## src/hw/rtl/krt_pkg.sv

```systemverilog
// ----------------------------------------------------------------------------
// krt_pkg
// Shared types, command and status codes, and the record ordering function
// of the keyed record table.
// ----------------------------------------------------------------------------
package krt_pkg;

  localparam logic [2:0] KIND_INSERT = 3'd0;
  localparam logic [2:0] KIND_REMOVE = 3'd1;
  localparam logic [2:0] KIND_RENAME = 3'd2;
  localparam logic [2:0] KIND_SORT   = 3'd3;
  localparam logic [2:0] KIND_LIST   = 3'd4;

  localparam logic [2:0] STAT_OK        = 3'd0;
  localparam logic [2:0] STAT_FULL      = 3'd1;
  localparam logic [2:0] STAT_NOT_FOUND = 3'd2;
  localparam logic [2:0] STAT_CANCELLED = 3'd3;
  localparam logic [2:0] STAT_EMPTY     = 3'd4;

  typedef enum logic [1:0] {
    ST_IDLE,
    ST_RUN,
    ST_FIN
  } state_t;

  typedef enum logic [1:0] {
    RING_HOLD,
    RING_SHIFT,
    RING_SORT
  } ring_mode_t;

  typedef struct packed {
    ring_mode_t mode;
    logic       phase;
  } ring_ctl_t;

  typedef struct packed {
    logic               vld;
    logic signed [31:0] id;
    logic [63:0]        th;
    logic [47:0]        tl;
  } rec_t;

  typedef struct packed {
    logic [2:0]         kind;
    logic signed [31:0] key_id;
    logic [63:0]        text_high;
    logic [47:0]        text_low;
    logic               confirm;
  } in_t;

  typedef struct packed {
    logic [2:0]         status;
    logic [2:0]         slot;
    logic signed [31:0] entry_id;
    logic [63:0]        entry_text_high;
    logic [47:0]        entry_text_low;
    logic               last;
  } out_t;

  // True when record a orders after record b: name, then signed id, then
  // valid mark.
  function automatic logic rec_after(input rec_t a, input rec_t b);
    logic res;
    if (a.th != b.th) begin
      res = (a.th > b.th);
    end else if (a.tl != b.tl) begin
      res = (a.tl > b.tl);
    end else if (a.id != b.id) begin
      res = (a.id > b.id);
    end else begin
      res = (a.vld && !b.vld);
    end
    return res;
  endfunction

endpackage

```

## src/hw/rtl/krt_cell.sv

```systemverilog
// ----------------------------------------------------------------------------
// krt_cell
// One slot of the record ring. It holds a record and either keeps it, takes
// its neighbor's record in a rotation, or exchanges with its sort partner.
// ----------------------------------------------------------------------------
module krt_cell (
  input  logic              clk,
  input  logic              rst_n,
  input  krt_pkg::ring_ctl_t ctl,
  input  krt_pkg::rec_t     shift_in,
  input  krt_pkg::rec_t     partner,
  input  logic              lower,
  input  logic              pair_ok,
  output krt_pkg::rec_t     rec
);

  krt_pkg::rec_t rec_r;
  krt_pkg::rec_t rec_nxt;
  logic          swap;

  always_comb begin
    swap = 1'b0;
    if (pair_ok) begin
      swap = lower ? krt_pkg::rec_after(rec_r, partner)
                   : krt_pkg::rec_after(partner, rec_r);
    end
    rec_nxt = rec_r;
    case (ctl.mode)
      krt_pkg::RING_SHIFT: rec_nxt = shift_in;
      krt_pkg::RING_SORT:  if (swap) rec_nxt = partner;
      default:             rec_nxt = rec_r;
    endcase
  end

  always_ff @(posedge clk) begin
    if (!rst_n) begin
      rec_r <= '0;
    end else begin
      rec_r <= rec_nxt;
    end
  end

  assign rec = rec_r;

endmodule

```

## config.mk

```make
export PLATFORM = sky130hd
export DESIGN_NAME = krt_cell
export DESIGN_NICKNAME = d
export VERILOG_FILES = /design/src/hw/rtl/krt_pkg.sv /design/src/hw/rtl/krt_cell.sv
export SDC_FILE = /design/constraint.sdc
export NUM_CORES = 1
export LEC_CHECK = 0
export ABC_CLOCK_PERIOD_IN_PS = 3340
export BUFFER_PORTS_ARGS = -buffer_cell sky130_fd_sc_hd__buf_2
export CORE_ASPECT_RATIO = 1.5
export CORE_MARGIN = 8
export CORE_UTILIZATION = 44
export DETAILED_ROUTE_END_ITERATION = 10
export HOLD_SLACK_MARGIN = 0.06
export PLACE_DENSITY_LB_ADDON = 0.12
export SKIP_CTS_REPAIR_TIMING = 1
export SYNTH_ARGS = -nofsm -noshare
export SYNTH_HDL_FRONTEND = slang
export SYNTH_SLANG_ARGS = --single-unit
```

## constraint.sdc

```tcl
create_clock -name clk -period 3.34 [get_ports clk]
set_input_delay 0.334 -clock clk [delete_from_list [all_inputs] [get_ports clk]]
set_output_delay 0.334 -clock clk [all_outputs]
set_load 0.03 [all_outputs]
```

==> impl_results.md, run 1 <==
* Status: finished with violations
* Failing checks: negative setup slack
* Critical path origin: rec[61]
* Syn Inst Count at 1403
* Die width at 148 um
* Synth async-reset ratio at 0
* Post-synth EDFFs at 0
* Unrepaired setup endpoints after global routing: true
* Worst slew pin tran at 1290 ps
* P_int at 4160 uW
* Initial core utilization at 0.446
* RR Startpoint: rec[61]
* Clk sinks at 145
* Final hold vios at 0
* Period utilization at 1.14
* Core ar. at 25800 um2
* DPL Wire Length at 34800 um
* GRT Resource Usage Total at 0.280
* GP Congestion at 0.878
* Logic pwr share at 0.426
* CP endpoint kind: flop
* Routed WL per cell at 21.7 um
* First-pass GRT wire length at 72800 um
* Clock root cell: clkbuf_16
* FP Rows at 72
* Post-synthesis simple-gate area fraction at 0.0619
* Largest family of logic cells by synthesized area: compound AO/OA/AOI/OAI gates
* Final Total Pwr at 6770 uW
* PnR worst setup slack at -478 ps
* Die area at 31700 um2
* Primary FF master, synth: dfxtp_1
* I/O pins at 442
* Setup Skew at 16.9 ps
* Leak pwr at 0.00740 uW
* MaxCap Viol Count at 0
* Post-synthesis compound-gate area fraction at 0.431
* Synth Area in XOR/XNOR at 0
* CP max FO at 15
* Switch share at 0.386
* Final min period at 3820 ps
* Vias in the first global route at 14200
* R2r setup slk at -480 ps
* Syn. warnings at 0
* Worst min path class: in -> reg
* CTS tree: done
* Vias per Instance at 6.25
* Largest net degree at the start of global routing at 291
* DR pass1 iterations at 5
* Synth unique cells at 48
* Avg Cell Area, Syn at 8.20 um2
* Final ANT Viol Nets at 0
* Total gr overflow at 0
* Clk_lat worst skew at 440 ps
* Sequential element share of the synthesized area at 0.252
* Total power divided by cell area at 402 nW/um2
* # nets final at 2381
* WHS at 183 ps
* Endpoints failing setup at 145
* Max Clock Freq at 262 MHz
* Mapped Nets at 1844
* Syn-to-layout area delta at 46.5%
* Initial antenna violation count at 7
* Worst vdd ir at 0.360 mV
* H-tree depth at 4
* Flop pwr share at 0.308
* Final core utilization at 0.654
* Total Wirelength at 49700 um
* FF+latch count, synth at 145
* Critical Path RT at 3700 ps
* Residual DRC at 0
* Synth Cell Area at 11500 um2
* Hold_sp: shift_in[55]
* CP arrival at 4180 ps
* PortBufs at 440
* Die H at 214 um
* Slew Limit Fails at 0
* Drt first-iter violations at 901
* Crit start category: flop
* Total Neg Setup Slack at -58260 ps
* Post-Synth Adder-Cell Area at 0.157
* Psw at 2610 uW
* CTS Buffer Depth at 2
* Clk pwr share at 0.265
* Place WS at -655 ps
* Vias post-DR at 14300
* CTS clk-pin slew, worst paths at 70 ps
* Max FFs per register at 145
* Mux share of post-synthesis cell area at 0
* CTS Buf Count at 17
* Slew headroom at 0.140
* Share of cells above drive strength 1 at 0.431
* Crit Path Class: reg -> reg
-- cell usage after synthesis, types with 2 or more instances --
cell,n,area [um2]
o311ai_0,145,1270
or3_1,5,31.3
nor4_1,5,31.3
a21oi_1,45,225
nor3_1,6,30.0
nor3b_1,2,15.0
o2111ai_1,3,26.3
o211ai_1,6,45.0
clkbuf_2,5,25.0
buf_6,7,78.8
buf_2,2,10.0
a221oi_1,3,26.3
nand3_1,17,85.1
inv_1,155,582
a221o_1,2,20.0
o22ai_1,149,932
ha_1,144,1800
a211oi_1,10,75.1
nor2_1,15,56.3
nand4_1,42,263
o21ai_0,102,510
nand2_1,22,82.6
o21ai_1,59,295
o31ai_1,2,15.0
nor2b_1,6,37.5
o22a_1,145,1270
or4_1,3,22.5
a21o_1,11,82.6
o21a_1,4,30.0
clkbuf_1,114,428
a2111oi_0,5,43.8
o211a_1,2,20.0
dfxtp_1,145,2900
-- cells by family (layout without fill, tap and decap cells) --
kind of cell,Yosys count,count (layout)
AOI/OAI and AO/OA,702,702
adders and majority gates,144,144
buffers and inverters,283,830
DFF,145,145
other,0,10
and+or+nand+nor,129,131
-- final cells by class --
cell class,count,area [um2]
repair buffers,644,4140
well taps,333,417
flip-flops and latches,145,2960
clock buffers,23,448
fillers,2295,8910
multi-input cells,977,8210
diodes,10,25.0
clock inverters,8,67.6
inverters,155,589
-- metrics by stage --
step	std cells	instance area (um2)
5_1_grt	2290	16800
3_5_place_dp	2234	15300
2_1_floorplan	1403	11700
6_report	2295	16900
3_3_place_gp	2234	15300
4_1_cts	2265	15800
-- placed cells by master (no fill, tap or decap), types with 42 or more instances in the layout --
cell type	Yosys	layout
buf_2	2	439
buf_4	0	173
o22ai_1	149	149
o22a_1	145	145
inv_1	155	143
ha_1	144	130
dfxtp_1	145	125
o311ai_1	0	100
o21ai_2	0	92
a21oi_1	45	45
o21ai_1	59	45
nand4_1	42	42
-- power by group through the flow --
stage / registers [uW] / clock network [uW] / logic [uW]
2_1_floorplan: 2500 / 0 / 1110
3_3_place_gp: 2110 / 0 / 2560
3_5_place_dp: 2110 / 0 / 2610
4_1_cts: 2080 / 1820 / 2620
5_1_grt: 2110 / 1880 / 3120
6_report: 2090 / 1800 / 2880
-- worst max-delay path, stage by stage, from the launching register on --
cell and delay [ps]:
dfxtp_4 350, inv_2 40, ha_4 250, nand4_1 130, or3_4 450, or4_4 440
or3_4 350, or3_1 370, a211o_1 260, and4_4 180, or3_4 510, clkbuf_16 240
o21ai_1 160
-- final timing paths --
kind / end / depth (start not counted)
max: rec[56] / 12
min: rec[55] / 3
max reg2reg: rec[56] / 12
min reg2reg: rec[46] / 2
-- routing by layer --
metal  share of wire  global-route usage
met5               0                   0
met4           0.053               0.148
met3           0.071              0.0615
met2            0.50               0.490
met1            0.38               0.308
(Power assumes the default switching activity.)
==> run 2, diff against run 1 <==
--- a/config.mk
+++ b/config.mk
@@ -5,7 +5,7 @@
 export SDC_FILE = /design/constraint.sdc
 export NUM_CORES = 1
 export LEC_CHECK = 0
-export ABC_CLOCK_PERIOD_IN_PS = 3340
+export ABC_CLOCK_PERIOD_IN_PS = 4400
 export BUFFER_PORTS_ARGS = -buffer_cell sky130_fd_sc_hd__buf_2
 export CORE_ASPECT_RATIO = 1.5
 export CORE_MARGIN = 8
==> constraint.sdc (replaced) <==
create_clock -name clk -period 4.4 [get_ports clk]
set_input_delay 0.44 -clock clk [delete_from_list [all_inputs] [get_ports clk]]
set_output_delay 0.44 -clock clk [all_outputs]
set_load 0.03 [all_outputs]
==> run 2 against run 1 <==
Net effect: largest cell class unchanged; utilization fell by 9.7 points; global-route usage fell by 0.81 points; critical endpoint is now rec[102]; critical path depth did not move; the run now ends clean; total power fell by 31%; cell count fell by 8.1%; maximum frequency fell by 6.8%; sequential share of layout area rose by 2.7 points; combinational power fell by 40%; setup slack improved by 780 ps; hold slack improved by 110 ps.
==> impl_results.md, run 2 (same netlist as run 1, synthesis figures left out) <==
* Die H at 214 um
* DPL Wire Length at 32500 um
* Slew headroom at 0.277
* Setup Skew at 9.52 ps
* Total power divided by cell area at 327 nW/um2
* Clk pwr share at 0.295
* Crit Path Class: reg -> reg
* CP endpoint kind: flop
* PortBufs at 440
* Period utilization at 0.932
* Initial antenna violation count at 20
* Drt first-iter violations at 928
* Worst min path class: in -> reg
* Crit start category: flop
* Largest net degree at the start of global routing at 202
* First-pass GRT wire length at 70400 um
* Psw at 1790 uW
* Final ANT Viol Nets at 0
* Max FFs per register at 145
* H-tree depth at 4
* Worst slew pin tran at 1080 ps
* Total gr overflow at 0
* Endpoints failing setup at 0
* Clk_lat worst skew at 430 ps
* Slew Limit Fails at 0
* CTS clk-pin slew, worst paths at 60 ps
* Max Clock Freq at 244 MHz
* Vias in the first global route at 13000
* Final hold vios at 0
* Die width at 148 um
* Critical Path RT at 4750 ps
* Flop pwr share at 0.338
* Commonest non-fill, non-tap cell in the layout: buf_2
* DR pass1 iterations at 5
* Worst vdd ir at 0.280 mV
* Leak pwr at 0.00607 uW
* CTS Buf Count at 17
* Vias per Instance at 6.27
* GRT Resource Usage Total at 0.272
* FP Rows at 72
* CP arrival at 4450 ps
* Core ar. at 25800 um2
* GP Congestion at 0.835
* Dpl cell area at 13800 um2
* Vias post-DR at 13200
* Final Total Pwr at 4700 uW
* WHS at 290 ps
* Unrepaired setup endpoints after global routing: false
* Total Neg Setup Slack at 0 ps
* Die area at 31700 um2
* P_int at 2910 uW
* Clock root cell: clkbuf_16
* CTS Buffer Depth at 2
* CTS tree: done
* Logic pwr share at 0.367
* Syn-to-layout area delta at 24.7%
* # nets final at 2186
* Switch share at 0.381
* Final core utilization at 0.557
* I/O pins at 442
* Initial core utilization at 0.446
* Share of cells above drive strength 1 at 0.275
* Status: finished, final reports clean
* Total Wirelength at 45100 um
* Clk sinks at 145
* Final min period at 4100 ps
* Commonest cells after routing, fill and taps aside: buf_2, inv_1, o22ai_1
* Design area at 14300 um2
* MaxCap Viol Count at 0
* CP max FO at 88
* Residual DRC at 0
* Routed WL per cell at 21.4 um
run 2: cell count changes in the layout (fill, tap and decap cells not counted), moves of 78 or more:
cell      delta
buf_4      -167
o21ai_0     +78
o21ai_2     -92
o311ai_0   +120
o311ai_1   -100
run 2: path summary, 6_finish.rpt:
path	start	endpoint	slack, ps	depth (start not counted)
hold reg to reg	rec[67]	rec[67]	500	2
setup / recovery	rec[63]	rec[102]	300	12
setup reg to reg	rec[63]	rec[102]	300	12
hold / removal	shift_in[78]	rec[78]	290	3
run 2: metal layers:
layer / vias to the layer above / global-route usage / routed length (um)
li1: 6330 / - / -
met1: 6316 / 0.306 / 17600
met2: 470 / 0.466 / 22700
met3: 94 / 0.0655 / 3060
met4: 6 / 0.138 / 1720
met5: - / 0 / 46
run 2: cell type report:
class                           count  area (um2)
Multi-Input combinational cell    975        7490
Antenna cell                       18        45.0
Fill cell                        2544       11400
Tap cell                          333         417
Timing Repair Buffer              451        2360
Inverter                          155         589
Clock buffer                       25         475
Sequential cell                   145        2900
Clock inverter                      6        57.6
run 2: power by group through the flow:
stage               logic [uW]  clock network [uW]  registers, uW
global placement          1690                   0           1610
detailed placement        1720                   0           1610
finish                    1720                1390           1590
CTS                       1730                1410           1580
global route              1890                1470           1610
floorplan                  808                   0           1890
run 2: worst max-delay path, stage by stage (launching register included):
cell,delay (ps)
dfxtp_1,360
inv_1,60
ha_1,290
nand4_1,160
or3_1,470
or4_1,450
or3_1,400
or3_1,390
a211o_1,270
and4_4,200
or3_4,420
buf_12,230
o21ai_0,230
run 2: metrics by stage:
step / worst slack [ps] / cells
floorplan: 482 / 1403
global placement: 246 / 2059
detailed placement: 184 / 2059
CTS: 345 / 2090
global route: 15.9 / 2106
finish: 301 / 2108
